$ cat src/rtl/tbcc_pkg.sv
// Package for the touch button click classifier.
// Holds the time width, register indexes, reset values and shared types.
// Depends on nothing.
package tbcc_pkg;

    localparam int TIME_W  = 32;
    localparam int THR_W   = 31;
    localparam int MS_W    = 16;
    localparam int CFG_W   = THR_W;
    localparam int CFG_IDX_W = 3;

    localparam logic [CFG_IDX_W-1:0] REG_TOUCH_THRESHOLD = CFG_IDX_W'(0);
    localparam logic [CFG_IDX_W-1:0] REG_DEBOUNCE_MS     = CFG_IDX_W'(1);
    localparam logic [CFG_IDX_W-1:0] REG_LONG_PRESS_MS   = CFG_IDX_W'(2);
    localparam logic [CFG_IDX_W-1:0] REG_DOUBLE_GAP_MS   = CFG_IDX_W'(3);

    localparam logic [THR_W-1:0] RST_TOUCH_THRESHOLD = THR_W'(50);
    localparam logic [MS_W-1:0]  RST_DEBOUNCE_MS     = MS_W'(50);
    localparam logic [MS_W-1:0]  RST_LONG_PRESS_MS   = MS_W'(2000);
    localparam logic [MS_W-1:0]  RST_DOUBLE_GAP_MS   = MS_W'(100);

    typedef logic [TIME_W-1:0] t_time;

    typedef enum logic [1:0] {
        EV_NONE   = 2'd0,
        EV_CLICK  = 2'd1,
        EV_LONG   = 2'd2,
        EV_DOUBLE = 2'd3
    } t_event;

    typedef struct packed {
        logic [THR_W-1:0] touch_threshold;
        logic [MS_W-1:0]  debounce_ms;
        logic [MS_W-1:0]  long_press_ms;
        logic [MS_W-1:0]  double_gap_ms;
    } t_cfg;

    typedef struct packed {
        logic released;
        logic long_reported;
    } t_status;

endpackage

$ cat src/rtl/tbcc_cfg.sv
// Configuration register file of the touch button click classifier.
// Depends on tbcc_pkg for the register indexes, reset values and t_cfg.
module tbcc_cfg (
    input  logic                           i_clk,
    input  logic                           i_rst_n,
    input  logic                           i_cfg_we,
    input  logic [tbcc_pkg::CFG_IDX_W-1:0] i_cfg_index,
    input  logic [tbcc_pkg::CFG_W-1:0]     i_cfg_data,
    output tbcc_pkg::t_cfg                 o_cfg
);
    import tbcc_pkg::*;

    t_cfg r_cfg;
    t_cfg n_cfg;

    always_comb begin
        n_cfg = r_cfg;
        if (i_cfg_we) begin
            unique case (i_cfg_index)
                REG_TOUCH_THRESHOLD: n_cfg.touch_threshold = i_cfg_data[THR_W-1:0];
                REG_DEBOUNCE_MS:     n_cfg.debounce_ms     = i_cfg_data[MS_W-1:0];
                REG_LONG_PRESS_MS:   n_cfg.long_press_ms   = i_cfg_data[MS_W-1:0];
                REG_DOUBLE_GAP_MS:   n_cfg.double_gap_ms   = i_cfg_data[MS_W-1:0];
                default:             n_cfg = r_cfg;
            endcase
        end
    end

    always_ff @(posedge i_clk) begin
        if (!i_rst_n) begin
            r_cfg.touch_threshold <= RST_TOUCH_THRESHOLD;
            r_cfg.debounce_ms     <= RST_DEBOUNCE_MS;
            r_cfg.long_press_ms   <= RST_LONG_PRESS_MS;
            r_cfg.double_gap_ms   <= RST_DOUBLE_GAP_MS;
        end else begin
            r_cfg <= n_cfg;
        end
    end

    assign o_cfg = r_cfg;

endmodule

$ cat src/rtl/tbcc_core.sv
// Press, long press and release rules with the button state registers.
// Depends on tbcc_pkg for t_cfg, t_time, t_event and t_status.
module tbcc_core (
    input  logic              i_clk,
    input  logic              i_rst_n,
    input  logic              i_advance,
    input  logic              i_level,
    input  tbcc_pkg::t_time   i_now,
    input  tbcc_pkg::t_cfg    i_cfg,
    output tbcc_pkg::t_event  o_event,
    output tbcc_pkg::t_status o_status
);
    import tbcc_pkg::*;

    t_time  r_last_edge_ms, n_last_edge_ms;
    t_time  r_press_start_ms, n_press_start_ms;
    t_time  r_last_release_ms, n_last_release_ms;
    logic   r_prior_level, n_prior_level;
    logic   r_released, n_released;
    logic   r_long_reported, n_long_reported;
    t_event n_event;

    t_time since_edge;
    t_time since_press;
    t_time gap;
    logic  edge_ok;
    logic  long_ok;
    logic  double_ok;

    // Differences wrap modulo the time width.
    assign since_edge  = i_now - r_last_edge_ms;
    assign since_press = i_now - r_press_start_ms;
    assign gap         = r_press_start_ms - r_last_release_ms;
    assign edge_ok     = since_edge > TIME_W'(i_cfg.debounce_ms);
    assign long_ok     = since_press > TIME_W'(i_cfg.long_press_ms);
    assign double_ok   = gap < TIME_W'(i_cfg.double_gap_ms);

    always_comb begin
        n_last_edge_ms    = r_last_edge_ms;
        n_press_start_ms  = r_press_start_ms;
        n_last_release_ms = r_last_release_ms;
        n_prior_level     = r_prior_level;
        n_released        = r_released;
        n_long_reported   = r_long_reported;
        n_event           = EV_NONE;
        priority if (i_level && r_released && edge_ok) begin
            n_press_start_ms = i_now;
            n_last_edge_ms   = i_now;
            n_released       = 1'b0;
        end else if (i_level && !r_released && !r_long_reported && long_ok) begin
            n_long_reported = 1'b1;
            n_event         = EV_LONG;
        end else if (!i_level && !r_released && edge_ok) begin
            n_released     = 1'b1;
            n_last_edge_ms = i_now;
            if (r_long_reported) begin
                n_long_reported = 1'b0;
            end else begin
                n_event           = double_ok ? EV_DOUBLE : EV_CLICK;
                n_last_release_ms = i_now;
            end
        end else begin
            if (i_level != r_prior_level) begin
                n_last_edge_ms = i_now;
                n_prior_level  = i_level;
            end
        end
    end

    always_ff @(posedge i_clk) begin
        if (!i_rst_n) begin
            r_last_edge_ms    <= '0;
            r_press_start_ms  <= '0;
            r_last_release_ms <= '0;
            r_prior_level     <= 1'b0;
            r_released        <= 1'b1;
            r_long_reported   <= 1'b0;
        end else if (i_advance) begin
            r_last_edge_ms    <= n_last_edge_ms;
            r_press_start_ms  <= n_press_start_ms;
            r_last_release_ms <= n_last_release_ms;
            r_prior_level     <= n_prior_level;
            r_released        <= n_released;
            r_long_reported   <= n_long_reported;
        end
    end

    assign o_event                = n_event;
    assign o_status.released      = r_released;
    assign o_status.long_reported = r_long_reported;

endmodule

$ cat src/rtl/touch_button_click_classifier.sv
// Top level of the touch button click classifier: input register, rules, result register.
// Depends on tbcc_pkg, tbcc_cfg and tbcc_core.
//
// Each sample (sensor count and millisecond timestamp) yields exactly one event code.
// A sample is taken into an input register, where its count has already been compared
// with the touch threshold; the press and release rules then run on it and the event goes
// to a result register, which waits while the output is stalled. A new sample is accepted
// in every cycle while the output is not stalled. Registers are to be written through a
// plain write port only while the block is idle; the block itself does not enforce this.
module touch_button_click_classifier (
    input  logic                           i_clk,
    input  logic                           i_rst_n,
    input  logic                           i_cfg_we,
    input  logic [tbcc_pkg::CFG_IDX_W-1:0] i_cfg_index,
    input  logic [tbcc_pkg::CFG_W-1:0]     i_cfg_data,
    input  logic                           i_valid,
    output logic                           o_ready,
    input  logic signed [31:0]             i_sensor_count,
    input  logic [31:0]                    i_now_ms,
    output logic                           o_valid,
    input  logic                           i_ready,
    output logic [1:0]                     o_event_code
);
    import tbcc_pkg::*;

    t_cfg    cfg;
    t_event  core_event;
    t_status status;

    logic   r_in_valid;
    logic   r_level;
    t_time  r_now;
    logic   r_out_valid;
    t_event r_out_event;

    logic advance;
    logic in_xfer;
    logic level;

    tbcc_cfg u_cfg (
        .i_clk      (i_clk),
        .i_rst_n    (i_rst_n),
        .i_cfg_we   (i_cfg_we),
        .i_cfg_index(i_cfg_index),
        .i_cfg_data (i_cfg_data),
        .o_cfg      (cfg)
    );

    // Negative counts never count as touched.
    assign level   = !i_sensor_count[31] && (i_sensor_count[30:0] > cfg.touch_threshold);
    assign advance = r_in_valid && (!r_out_valid || i_ready);
    assign o_ready = !r_in_valid || advance;
    assign in_xfer = i_valid && o_ready;

    always_ff @(posedge i_clk) begin
        if (!i_rst_n) begin
            r_in_valid <= 1'b0;
        end else if (o_ready) begin
            r_in_valid <= i_valid;
        end
    end

    always_ff @(posedge i_clk) begin
        if (in_xfer) begin
            r_level <= level;
            r_now   <= TIME_W'(i_now_ms);
        end
    end

    tbcc_core u_core (
        .i_clk    (i_clk),
        .i_rst_n  (i_rst_n),
        .i_advance(advance),
        .i_level  (r_level),
        .i_now    (r_now),
        .i_cfg    (cfg),
        .o_event  (core_event),
        .o_status (status)
    );

    always_ff @(posedge i_clk) begin
        if (!i_rst_n) begin
            r_out_valid <= 1'b0;
        end else if (advance) begin
            r_out_valid <= 1'b1;
        end else if (i_ready) begin
            r_out_valid <= 1'b0;
        end
    end

    always_ff @(posedge i_clk) begin
        if (advance) begin
            r_out_event <= core_event;
        end
    end

    assign o_valid      = r_out_valid;
    assign o_event_code = r_out_event;

    a_stall_only_when_full: assert property (@(posedge i_clk) disable iff (!i_rst_n)
        !o_ready |-> r_in_valid)
        else $error("input stalled with an empty input register");

    a_advance_gives_result: assert property (@(posedge i_clk) disable iff (!i_rst_n)
        advance |=> o_valid)
        else $error("processed sample produced no result");

    a_long_marks_state: assert property (@(posedge i_clk) disable iff (!i_rst_n)
        advance && core_event == EV_LONG |=> status.long_reported)
        else $error("long press reported without recording it");

    a_click_releases: assert property (@(posedge i_clk) disable iff (!i_rst_n)
        advance && (core_event == EV_CLICK || core_event == EV_DOUBLE) |=> status.released)
        else $error("click reported while the button is still held");

    a_long_implies_held: assert property (@(posedge i_clk) disable iff (!i_rst_n)
        status.long_reported |-> !status.released)
        else $error("long press flag set while released");

endmodule
$ cat config.mk
export PLATFORM = sky130hd
export DESIGN_NAME = touch_button_click_classifier
export DESIGN_NICKNAME = d
export VERILOG_FILES = /design/src/rtl/tbcc_pkg.sv /design/src/rtl/tbcc_cfg.sv /design/src/rtl/tbcc_core.sv /design/src/rtl/touch_button_click_classifier.sv
export SDC_FILE = /design/constraint.sdc
export NUM_CORES = 1
export LEC_CHECK = 0
export BUFFER_PORTS_ARGS = -buffer_cell sky130_fd_sc_hd__clkbuf_2
export CAP_MARGIN = 20
export CORE_MARGIN = 10
export CORE_UTILIZATION = 63
export DETAILED_ROUTE_END_ITERATION = 8
export HOLD_SLACK_MARGIN = 0.12
export PLACE_DENSITY = 0.83
export SLEW_MARGIN = 10
export SYNTH_ARGS = -nofsm -noshare
export SYNTH_HDL_FRONTEND = slang
export SYNTH_SLANG_ARGS = --single-unit
$ cat constraint.sdc
create_clock -name i_clk -period 12.15 [get_ports i_clk]
set_input_delay 1.215 -clock i_clk [delete_from_list [all_inputs] [get_ports i_clk]]
set_output_delay 1.215 -clock i_clk [all_outputs]
set_load 0.005 [all_outputs]
# Yosys cells after proc, flatten, opt, wreduce, memory -nomap -nowiden
# Cells that the tools add are included.
# classes
n_addsub	3
magnitude_cmp	4
n_eq_ne	5
muxes	15
n_bitwise	4
reduce_logical	34
# op_table
operator	count
two-way mux 32 bit	4
subtractor 32 bit	3
> comparator 32 x 16 -> 1 bit	2
less-than comparator 32 x 16 -> 1 bit	1
> comparator 31 bit	1
logical AND 1 bit	10
AND reduction 2 bit	5
AND reduction 5 bit	2
AND reduction 3 bit	3
two-way mux 2 bit	4
two-way mux 1 bit	7
== test 3 x 2 -> 1 bit, second input constant	2
logical NOT 1 bit	6
nonzero test 2 bit	3
NOT 1 bit	4
OR reduction 4 bit	1
== test 3 x 1 -> 1 bit, second input constant	1
logical NOT 3 bit	1
nonzero test 3 bit	1
logical OR 1 bit	2
inequality test 2 x 1 -> 1 bit, second input constant	1
inequality test 1 bit	1
# totals
register_bits	215
input_bits	103
output_inout_bits	4
elab_cells	81

# Longest topological paths before layout
# Gate-level depths: netlist (run 1).
# depth
word_depth	6
mapped_depth	24
depth_no_buf	24

# By module
# From an unflattened synthesis (run 1), not the netlist that was laid out.
# hier_totals
hier_cells	1835
area_unflattened_um2	15593.7
# modules_own_cells
mod	n_inst	cells_per_inst	area_per_inst_um2	seq_area_each_um2
tbcc_core	1	1378	10605.2	1981.9
tbcc_cfg	1	303	3080.5	1581.5
touch_button_click_classifier	1	154	1908.1	1091.0

# Worst setup path before layout (run 1)
# OpenSTA, ideal clock, no wires.
# synth_timing
path_type	reg-to-reg
from	reg r_now[0]
to	reg u_core.r_last_edge_ms[10]
setup_time_ps	121
arrival_ps	4591
t_required_ps	12029
slack_ps	7438
stages_incl_launch_ff	22
n_path_buf	1
synth_period_minus_slack_ps	4712
path_cell_list	edfxtp_1 -> inv_1 -> ha_1 -> fa_1 -> nand2b_1 -> a21o_1 -> a211oi_1 -> or2_2 -> a21oi_1 -> xnor2_1 -> ha_1 -> a21oi_1 -> nand2_1 -> a211oi_1 -> a21oi_1 -> a221o_1 -> or4_4 -> nor4_4 -> a2bb2oi_2 -> o32ai_2 -> buf_4 -> mux2i_1
# synth_between
elab_chain_len	6
word_cells_on_any_way	13
cone_classes	add/sub: 2; order compare: 2; eq/ne: 1; mux: 3; reduce/logical: 5
# synth_rtl
item	line	text
start, declared	touch_button_click_classifier.sv:32	t_time r_now;
start signal, assigned	touch_button_click_classifier.sv:66	r_now <= TIME_W'(i_now_ms);
subtractor 32 bit	tbcc_core.sv:31	assign since_edge = i_now - r_last_edge_ms;
> comparator 32 x 16 -> 1 bit	tbcc_core.sv:34	assign edge_ok = since_edge > TIME_W'(i_cfg.debounce_ms);
logical AND 1 bit	tbcc_core.sv:53	end else if (!i_level && !r_released && edge_ok) begin
two-way mux 32 bit	tbcc_core.sv:53	
two-way mux 32 bit	tbcc_core.sv:50	end else if (i_level && !r_released && !r_long_reported && long_ok) begin
two-way mux 32 bit	tbcc_core.sv:46	priority if (i_level && r_released && edge_ok) begin
end signal, assigned	tbcc_core.sv:79	r_last_edge_ms <= n_last_edge_ms;
end, declared	tbcc_core.sv:15	t_time r_last_edge_ms, n_last_edge_ms;
# Parallel ways exist; a longest one is shown, timed or not. The select of a mux whose other input is x is not followed.
# A chain may end at the register's enable or synchronous reset.

# Final worst setup path (run 1)
# layout_timing
from	reg r_now[0]
to	reg u_core.r_last_edge_ms[31]
# Same word-level chain as after synthesis.

==> results of run 1 <==
[kinds of logic after synthesis]
kind of cell    Yosys count
mux                     108
compound gates          474
xor+xnor                 59
buf+inv                 258
simple gates            597
fa+ha+maj               174
flops                   215
[where the power goes]
part           internal, W  total [W]  switching [W]
registers         0.000750   0.000778      0.0000273
clock network     0.000489   0.000796       0.000307
logic             0.000223   0.000536       0.000313
[flip-flops by register name, indices dropped and copies added (netlist names)]
name / cells
r_in_valid: 1
r_level: 1
u_cfg.o_cfg: 79
u_core.r_last_release_ms: 32
o_valid: 1
u_core.r_press_start_ms: 32
o_event_code: 2
u_core.r_last_edge_ms: 32
u_core.r_released: 1
r_now: 32
u_core.r_long_reported: 1
u_core.r_prior_level: 1
[final cells by class]
| class | count | area, sq um |
|---|---|---|
| Antenna cell | 1 | 2.50 |
| Clock buffer | 28 | 647 |
| Clock inverter | 16 | 216 |
| Fill cell | 1904 | 6800 |
| Inverter | 196 | 738 |
| Multi-Input combinational cell | 1412 | 9490 |
| Sequential cell | 215 | 4650 |
| Tap cell | 319 | 399 |
| Timing Repair Buffer | 114 | 594 |
[worst max path at each step]
stage	to	slack, ns	cells past startpoint
2_1_floorplan	u_core.r_last_edge_ms[10]	7.44	21
3_3_place_gp	u_core.r_last_edge_ms[29]	6.76	21
3_5_place_dp	u_core.r_last_edge_ms[31]	6.52	20
4_1_cts	u_core.r_last_edge_ms[31]	6.49	21
5_1_grt	u_core.r_last_edge_ms[29]	6.12	21
6_report	u_core.r_last_edge_ms[31]	6.43	20
[routing by layer]
| metal | up-vias | share of wire (%) |
|---|---|---|
| met4 | 0 | 2.7 |
| met5 | - | 0 |
| met2 | 481 | 47 |
| met3 | 81 | 6.7 |
| met1 | 6482 | 43 |
| li1 | 6783 | - |
[through the flow]
stage | power, W | setup slack, ns | hold WS [ns] | instance area (sq um) | cells
finish | 0.00211 | 6.43 | 0.452 | 16700 | 2301
global route | 0.00221 | 6.12 | 0.475 | 16700 | 2301
CTS | 0.00211 | 6.49 | 0.455 | 16700 | 2299
detailed placement | 0.00131 | 6.52 | 0.447 | 15900 | 2255
global placement | 0.00130 | 6.76 | 0.442 | 15900 | 2255
floorplan | 0.00117 | 7.44 | 0.434 | 15100 | 1885
[tightest hold or removal path: cells and delay by family, from the launching register on]
kind | cells | cell delay [ns]
flops | 1 | 0.30
compound gates | 1 | 0.05
simple gates | 1 | 0.05
[layout by cell type (no fill, tap or decap), types with 12 or more instances in the layout]
cell       instances
edfxtp_1          35
clkbuf_2         106
nor2_1           130
o21ai_0           65
clkbuf_16         25
a21o_1            51
o21a_1            22
nand4_1           28
nor4_1            12
o211ai_1          28
ha_1             171
inv_1            194
xor2_1            22
nand2b_1          16
nand2_1          287
a211oi_1          14
dfxtp_1          180
a21oi_1          198
nor2b_1           15
nor3_1            19
xnor2_1           37
nand3_1           32
and3_1            15
mux2i_1          105
==> results.md, run 1 <==
- Post-synth EDFFs: 35
- Crit path max fanout: 32
- Adder-cell area share of the yosys netlist: 14.6%
- Post-route clock period utilization: 47.1%
- Setup bufs post-CTS: 0
- Area Growth Syn to Fin: 10.8%
- Vias in the first global route: 13.2k
- CP max-delay cell: nor4_4
- Count of cell types in the netlist: 68
- Worst Path Buf+Inv: 2
- Hold Startpoint: u_cfg.o_cfg[73]
- Die width: 175 um
- Largest family of logic cells by synthesized area: compound AO/OA/AOI/OAI gates
- Synth Area in Compound Gates: 19.8%
- Most numerous cell in the Yosys netlist: nand2_1
- DR pass1 iterations: 7
- Synth area leader: dfxtp_1
- Clk slew on worst S/H paths: 0.07 ns
- Xor/xnor cell area share of the yosys netlist: 3.42%
- Synth area leaders: dfxtp_1 (24%), ha_1 (14%), nand2_1 (7.1%)
- Hold Path End: u_cfg.o_cfg[73]
- Rows: 56
- Gpl congestion: 0.994
- Post-route DRC: 0
- Final Hold Viols: 0
- Mux cell area share after synthesis: about 7%
- R2r setup slk: 6.43 ns
- Cells after Synth: 1885
- Post-route ant nets: 0
- Power per Cell Area: 126 nW/um^2
- Worst Setup Path Type: flop to flop
- Clock root cell: clkbuf_16
- R2R depth: 20
- Syn Area/Cell: approximately 8 sq um
- Synth Area in Simple Gates: between 10% and 20%
- Period minus WS final: 5.72 ns
- Initial antenna violation count: 1
- Met3 usage: 3.06%
- Fmax: between 150 and 200 MHz
- Critical Path Start: r_now[0]
- Commonest cells post-synth: nand2_1 (287), a21oi_1 (198), inv_1 (194), dfxtp_1 (180), ha_1 (171)
- Setup TNS Final: 0 ns
- Worst path cell trace: inv_1 -> ha_1 -> fa_1 -> nand2b_1 -> a21o_1 -> a211oi_1 -> or2_2 -> a21oi_1 -> xnor2_1 -> ha_1 -> nand4_1 -> nor4_1 -> a21oi_1 -> a221o_1 -> or4_4 -> nor4_4 -> a2bb2oi_2 -> o32ai_4 -> buf_4 -> mux2i_1
- First-pass GRT wire length: ~66000 um
- Htree depth: 1
- Status: completed
- R2R Path Start: r_now[0]
- Clk Latency, worst-skew pair: 0.52 ns
- Gr busiest metal: met2
- Clk buf depth: 3
- Worst setup SP type: flop
- R2R Path End: u_core.r_last_edge_ms[31]
- FFs w/ async S/R, synth: 0%
- Crit path largest cell delay: 0.64 ns
- Largest net degree at the start of global routing: 83
- Routed vias: 13.8k
- Met1 usage: approximately 34%
- Post-cts resize count: 0
- Die height: 175 um
- Worst slew pin tran: 0.964 ns
- DRT iter0 DRCs: 913
- Gr ovfl total: 0
- Post-detail-place hpwl: around 32000 um
- Die Area: roughly 31000 sq um
- Nets: 2240
- Max Cap Violations: 0
- Post-synth top flop: dfxtp_1
- Max VDD drop: 0.0000827 V
- Synthesized area: 15100 sq um
- Yosys reg bits: roughly 220
- Final WL: 41600 um
- CTS Buf Count: 24
- Ports: 107
- Synth top area share: 23.8%
- Final max-slew violation count: 0
- Layout Utilization: 71.1%
- WP data arrival: roughly 6.1 ns
- Final setup fails: 0
- CP top delay family: simple AND/OR/NAND/NOR gates
- Sink Count: 215
- RSZ-0062 raised after global routing: false
- Layout cells sized above 1: between 8 and 9%
- Synth warn: 0
- Total GRT Usage: 25.9%
- Sequential fraction of the synthesis area: 30.8%
- Vias/cell: 6.01
- CTS tree: done
- Leak: 6.70 nW
- Worst Setup End Kind: flop
- Layout Skew: 0.0168 ns
- Worst slew margin: 34.9%
- Net Count, Synth: ~2.2k
- Hold Path Class: flop to flop
- Critical path required time: 12.52 ns
- Core box area: 23500 sq um
- Hold buffers post-CTS: 0
- Starting Density: 64.2%
- Hold Path Cell Cnt: 2
- Drt wl/cell: between 15 and 20 um
- Buffers on Ports: 106
- M2 GR Usage: 44.2%
Note: power is estimated with default switching activity, not from simulation.
==> inputs of run 2 (changes only) <==
--- a/config.mk
+++ b/config.mk
@@ -8,10 +8,10 @@
 export BUFFER_PORTS_ARGS = -buffer_cell sky130_fd_sc_hd__clkbuf_2
 export CAP_MARGIN = 20
 export CORE_MARGIN = 10
-export CORE_UTILIZATION = 63
+export CORE_UTILIZATION = 62
 export DETAILED_ROUTE_END_ITERATION = 8
 export HOLD_SLACK_MARGIN = 0.12
-export PLACE_DENSITY = 0.83
+export PLACE_DENSITY = 0.82
 export SLEW_MARGIN = 10
 export SYNTH_ARGS = -nofsm -noshare
 export SYNTH_HDL_FRONTEND = slang
==> constraint.sdc (replaced) <==
create_clock -name i_clk -period 5.46 [get_ports i_clk]
set_input_delay 0.546 -clock i_clk [delete_from_list [all_inputs] [get_ports i_clk]]
set_output_delay 0.546 -clock i_clk [all_outputs]
set_load 0.005 [all_outputs]
==> run 2 against run 1 <==
- sequential share of layout area down 0.19 points
- die area up 1.4%
- core utilization fell by 1.4 points
- combinational power increased by 130%
- count of clock-buffer cells in the layout up 5
- fmax up 9.9%
- final cell count is 0.61% higher
- via count shrank 0.10%
- clock power rose by 110%
- sequential power rose by 120%
- critical path depth rose by 2
- flip-flop and latch count unchanged
- critical endpoint is now u_core.r_last_edge_ms[25]
- largest power group is now registers
- highest routed layer unchanged
==> results.md, run 2 (synthesized netlist as in run 1, its figures left out) <==
- Status: completed
- DR pass1 iterations: 7 (unchanged)
- Post-route DRC: 0 (unchanged)
- Routed vias: 13.8k (-0.10%)
- DRT iter0 DRCs: 1027 (+12%)
- RSZ-0062 raised after global routing: false
- Sink Count: 215 (unchanged)
- Max Cap Violations: 0 (unchanged)
- M2 GR Usage: 42.8% (-1.4 points)
- Final max-slew violation count: 0 (unchanged)
- Clk Latency, worst-skew pair: 0.54 ns (+0.02 ns)
- Max VDD drop: 0.000216 V (+160%)
- CTS tree: done
- Vias in the first global route: 13.2k (-0.083%)
- Starting Density: 62.5% (-1.7 points)
- Worst Setup End Kind: flop
- Overall power: 0.00464 W (+120%)
- Worst setup SP type: flop
- Crit path max fanout: 16 (-50%)
- Critical path required time: 5.86 ns (-6.66 ns)
- Die height: 176 um (+0.71%)
- Worst Setup Path Type: flop to flop
- Post-detail-place hpwl: 32400 um (+1.5%)
- Rows: 57 (+1.8%)
- Most frequent cells in the layout: nand2_1 (287), a21oi_1 (197), inv_1 (194), dfxtp_1 (180), ha_1 (171)
- Max reg flops: 79 (unchanged)
- Htree depth: 1 (unchanged)
- Ports: 107 (unchanged)
- Leak: 6.73 nW (+0.55%)
- Post-route ant nets: 0 (unchanged)
- CTS Buf Count: 24 (unchanged)
- Final WL: 41900 um (+0.56%)
- Commonest non-fill, non-tap cell in the layout: nand2_1
- Layout Skew: 0.0332 ns (+0.0164 ns)
- Final Hold Viols: 0 (unchanged)
- Gpl congestion: 0.993 (-0.11%)
- Hold Path Class: primary input to flop
- Area Growth Syn to Fin: 11.6%
- Die Area: 31000 sq um (+1.4%)
- Worst slew margin: 30.8% (-4.1 points)
- Gr ovfl total: 0 (unchanged)
- Final setup fails: 0 (unchanged)
- Core box area: 24200 sq um (+2.7%)
- Clk buf depth: 3 (unchanged)
- Period minus WS final: 5.20 ns (-0.517 ns)
- Met1 usage: 33.5% (-0.098 points)
- Die width: 176 um (+0.71%)
- Met3 usage: 3.50% (+0.44 points)
- Layout cells sized above 1: 9.50% (+0.62 points)
- Post-route clock period utilization: 95.3% (+48 points)
- Drt wl/cell: 18.1 um (about the same)
- Largest net degree at the start of global routing: 83 (unchanged)
- Buffers on Ports: 106 (unchanged)
- Clock root cell: clkbuf_16
- Total GRT Usage: 25.8% (-0.13 points)
- Gr busiest metal: met2
- Fin worst setup slack: 0.258 ns (-6.17 ns)
- Worst slew pin tran: 1.04 ns (+0.0740 ns)
- Clk slew on worst S/H paths: 0.06 ns (about the same)
- Power per Cell Area: 275 nW/um^2 (+120%)
- Fmax: 192 MHz (+9.9%)
- First-pass GRT wire length: 66100 um (-0.52%)
- WP data arrival: 5.60 ns (-0.49 ns)
- DP Worst Slack: 0.231 ns (-6.29 ns)
- Setup TNS Final: 0 ns (unchanged)
- Initial antenna violation count: 2 (+1)
- Nets: 2249 (+0.40%)
- Vias/cell: 5.97 (-0.71%)
## run 2: power by group
group / internal [W] / switching [W]
Sequential: 0.00167 / 0.0000589
Clock: 0.00102 / 0.000674
Combinational: 0.000507 / 0.000704
## run 2: metal layers
layer,vias to the layer above,share of wire [%],routed length (um)
met5,-,0,0
met2,421,47,19600
met3,91,6.3,2630
met1,6506,44,18400
li1,6795,-,-
met4,0,3.2,1330
## run 2: area by class of cell
| type | count | area [sq um] |
|---|---|---|
| multi-input cells | 1412 | 9520 |
| fillers | 1948 | 7320 |
| flip-flops and latches | 215 | 4650 |
| inverters | 196 | 738 |
| repair buffers | 123 | 708 |
| clock buffers | 33 | 686 |
| well taps | 324 | 405 |
| clock inverters | 10 | 145 |
| diodes | 2 | 5.00 |
## run 2: metrics by stage
| stage | util [%] | instance area, sq um | hold WS (ns) | std cells |
|---|---|---|---|---|
| finish | 69.7 | 16900 | 0.182 | 2315 |
| CTS | 69.5 | 16800 | 0.173 | 2311 |
| detailed placement | 66.0 | 16000 | 0.447 | 2268 |
| global placement | 66.0 | 16000 | 0.442 | 2268 |
| global route | 69.7 | 16900 | 0.177 | 2315 |
| floorplan | - | 15100 | 0.434 | 1885 |
## run 2: critical path, stage by stage, from the launching register on
cell       delay (ns)
edfxtp_1         0.40
inv_1            0.09
ha_1             0.22
fa_1             0.41
nand2b_1         0.20
a21o_1           0.21
a211oi_2         0.23
or2_4            0.20
a21oi_1          0.08
xnor2_1          0.15
ha_1             0.32
a21oi_1          0.16
nand2_1          0.07
a211oi_1         0.23
a21oi_1          0.14
a221o_1          0.28
or4_4            0.52
nor4_4           0.29
buf_6            0.19
a2bb2oi_2        0.18
o32ai_4          0.14
clkbuf_16        0.23
mux2i_1          0.13
## run 2: path summary, 6_finish.rpt
path,startpoint,to,slack (ns),depth (start not counted)
min,i_now_ms[10],r_now[10],0.18,1
min reg2reg,u_cfg.o_cfg[12],u_cfg.o_cfg[12],0.46,2
max,r_now[0],u_core.r_last_edge_ms[25],0.26,22
max reg2reg,r_now[0],u_core.r_last_edge_ms[25],0.26,22
## run 2: repair_timing
| item | 4_1_cts | 5_1_grt |
|---|---|---|
| hold buffers | 0 | 0 |
| setup endpoints to repair | 0 | 54 |
| buffers inserted | 0 | 0 |
| resized for setup | 0 | 6 |
==> inputs of run 3 (changes only) <==
--- a/config.mk
+++ b/config.mk
@@ -7,7 +7,7 @@
 export LEC_CHECK = 0
 export BUFFER_PORTS_ARGS = -buffer_cell sky130_fd_sc_hd__clkbuf_2
 export CAP_MARGIN = 20
-export CORE_MARGIN = 10
+export CORE_MARGIN = 1.5
 export CORE_UTILIZATION = 62
 export DETAILED_ROUTE_END_ITERATION = 8
 export HOLD_SLACK_MARGIN = 0.12
==> run 3 against run 2 <==
- core utilization rose by 1.9 points
- setup slack improved by 0.0028 ns
- critical path depth rose by 1
- die area fell by 18%
- count of clock-buffer cells in the layout fell by 2
- power rose by 0.68%
- global-route usage rose by 6.3 points
- flip-flop and latch count did not move
- first-iteration DRC count rose by 19%
- clock power barely moved
- routed wire length fell by 0.11%
- largest cell class unchanged
==> results.md, run 3 (synthesized netlist as in run 1, its figures left out) <==
- Vias/cell: 6.06 (+1.5%)
- Post-route ant nets: 0 (unchanged)
- Initial antenna violation count: 0 (-2)
- Power per Cell Area: 275 nW/um^2 (about the same)
- Clock root cell: clkbuf_16
- Vias in the first global route: 13.5k (+1.8%)
- Antenna Cells: 0 (-2)
- Post-route clock period utilization: 95.2% (about the same)
- Hold buffers post-CTS: 0 (unchanged)
- Fmax: 192 MHz (about the same)
- Area Growth Syn to Fin: 12.3%
- Post-detail-place hpwl: 31200 um (-3.7%)
- Ports: 107 (unchanged)
- Sink Count: 215 (unchanged)
- Total GRT Usage: 32.1% (+6.3 points)
- Clk network pwr share: 36.7% (about the same)
- Gpl congestion: 0.973 (-2.0%)
- Die height: 159 um (-9.7%)
- Sw power: 0.00147 W (+2.1%)
- Critical path required time: 5.87 ns (about the same)
- Drt wl/cell: 18.0 um (-0.49%)
- CTS tree: done
- Most frequent cells in the layout: nand2_1 (287), a21oi_1 (195), inv_1 (194), dfxtp_1 (180), ha_1 (171)
- Core box area: 23700 sq um (-2.0%)
- Layout cells sized above 1: 10.6% (+1.1 points)
- Hold Path Cell Cnt: 1 (unchanged)
- First-pass GRT wire length: 66700 um (+0.88%)
- Rows: 56 (-1.8%)
- Hold Path Class: primary input to flop
- CTS Buf Count: 25 (+4.2%)
- Int Power: 0.00320 W (about the same)
- Largest net degree at the start of global routing: 83 (unchanged)
- Status: completed
- Max Cap Violations: 0 (unchanged)
- Routed vias: 14.1k (+1.9%)
- Buffers on Ports: 106 (unchanged)
- Gr ovfl total: 0 (unchanged)
- DRT iter0 DRCs: 1226 (+19%)
- Starting Density: 63.8% (+1.3 points)
- Die width: 159 um (-9.7%)
- Worst slew pin tran: 1.10 ns (+0.0642 ns)
- Max VDD drop: 0.000193 V (-11%)
- Combinational power share: 26.3% (+0.2 points)
- Die Area: 25300 sq um (-18%)
- Fin area: 17000 sq um (+0.61%)
- Period minus WS final: 5.20 ns (-0.00276 ns)
- R2R depth: 23 (+4.5%)
- Final WL: 41800 um (-0.11%)
- Sw Ratio: 31.4% (+0.45 points)
- Final setup fails: 0 (unchanged)
- Leak: 6.79 nW (+0.89%)
- Clk Latency, worst-skew pair: 0.53 ns (about the same)
- Final max-slew violation count: 0 (unchanged)
- Nets: 2263 (+0.62%)
- Setup TNS Final: 0 ns (unchanged)
- DR pass1 iterations: 6 (-1)
- Clk buf depth: 3 (unchanged)
- Worst slew margin: 26.4% (-4.4 points)
- Clk slew on worst S/H paths: 0.06 ns (about the same)
- Commonest non-fill, non-tap cell in the layout: nand2_1
- WP data arrival: 5.61 ns (about the same)
- Htree depth: 1 (unchanged)
- Post-route DRC: 0 (unchanged)
- Final Hold Viols: 0 (unchanged)
- Sequential share of power: 37.0% (-0.3 points)
- Layout Skew: 0.0208 ns (-0.0125 ns)
- Worst Setup End Kind: flop
- Worst Setup Path Type: flop to flop
- Crit path max fanout: 17 (+1)
- Worst setup SP type: flop
- Area after DPL: 16000 sq um (+0.10%)
- Max reg flops: 79 (unchanged)
## run 3: changes by cell type in the layout (fill, tap and decap cells not counted), moves of 2 or more
| cell | previous run | this run |
|---|---|---|
| clkbuf_8 | 3 | 0 |
| buf_4 | 12 | 26 |
| a21oi_1 | 197 | 195 |
| a21oi_2 | 3 | 5 |
| nor4_2 | 0 | 2 |
| nor4_1 | 12 | 10 |
| clkinv_2 | 3 | 6 |
| inv_6 | 0 | 2 |
| diode_2 | 2 | 0 |
## run 3: power groups by stage
stage	Clock (W)	Sequential [W]	Combinational, W
global placement	0	0.00176	0.00114
global route	0.00180	0.00173	0.00135
CTS	0.00173	0.00172	0.00119
detailed placement	0	0.00176	0.00117
finish	0.00171	0.00173	0.00123
floorplan	0	0.00174	0.000876
## run 3: critical path, cell delays in order (launching register included)
cell	delay (ns)
edfxtp_1	0.38
inv_1	0.08
ha_1	0.23
fa_1	0.40
nand2b_2	0.23
a21o_1	0.21
a211oi_2	0.28
or2_4	0.19
a21oi_1	0.07
xnor2_1	0.14
ha_1	0.33
a21oi_2	0.16
nand2_1	0.08
a211oi_2	0.21
a21oi_1	0.09
a221o_1	0.28
or4_4	0.53
nor4_4	0.19
buf_6	0.20
a2bb2oi_2	0.20
o32ai_4	0.12
buf_4	0.17
buf_12	0.15
mux2i_2	0.15
## run 3: area by class of cell
cell class / count / area [sq um]
timing repair buffer: 135 / 777
clock inverter: 15 / 164
multi-input combinational: 1413 / 9560
sequential: 215 / 4650
inverter: 196 / 738
clock buffer: 31 / 669
tap: 319 / 399
fill: 1912 / 6720
## run 3: stage by stage
step | cells | hold slack, ns | utilization, % | total power, W | setup WS, ns
global placement | 2266 | 0.441 | 67.5 | 0.00290 | 0.331
finish | 2324 | 0.189 | 71.6 | 0.00467 | 0.260
floorplan | 1885 | 0.434 | - | 0.00261 | 0.748
CTS | 2312 | 0.181 | 71.0 | 0.00464 | 0.0780
global route | 2324 | 0.181 | 71.6 | 0.00489 | -0.0500
detailed placement | 2266 | 0.447 | 67.5 | 0.00293 | 0.149
## run 3: metal layers
| metal | global-route usage, % | up-vias | wire length, um |
|---|---|---|---|
| met5 | 0 | - | 0 |
| met4 | 9.52 | 0 | 1070 |
| met3 | 3.99 | 84 | 3350 |
| met2 | 55.6 | 529 | 19900 |
| met1 | 41.7 | 6641 | 17500 |
| li1 | - | 6822 | - |
## run 3: path summary, 6_finish.rpt
check | from | endpoint | slack, ns
max | r_now[0] | u_core.r_last_edge_ms[9] | 0.26
max reg2reg | r_now[0] | u_core.r_last_edge_ms[9] | 0.26
min | i_now_ms[5] | r_now[5] | 0.19
min reg2reg | u_core.r_last_edge_ms[28] | u_core.r_last_edge_ms[28] | 0.45
## run 3: what timing repair did
action / 4_1_cts / 5_1_grt
setup endpoints to repair: 0 / 94
setup buffers: 0 / 11
resized for setup: 0 / 14
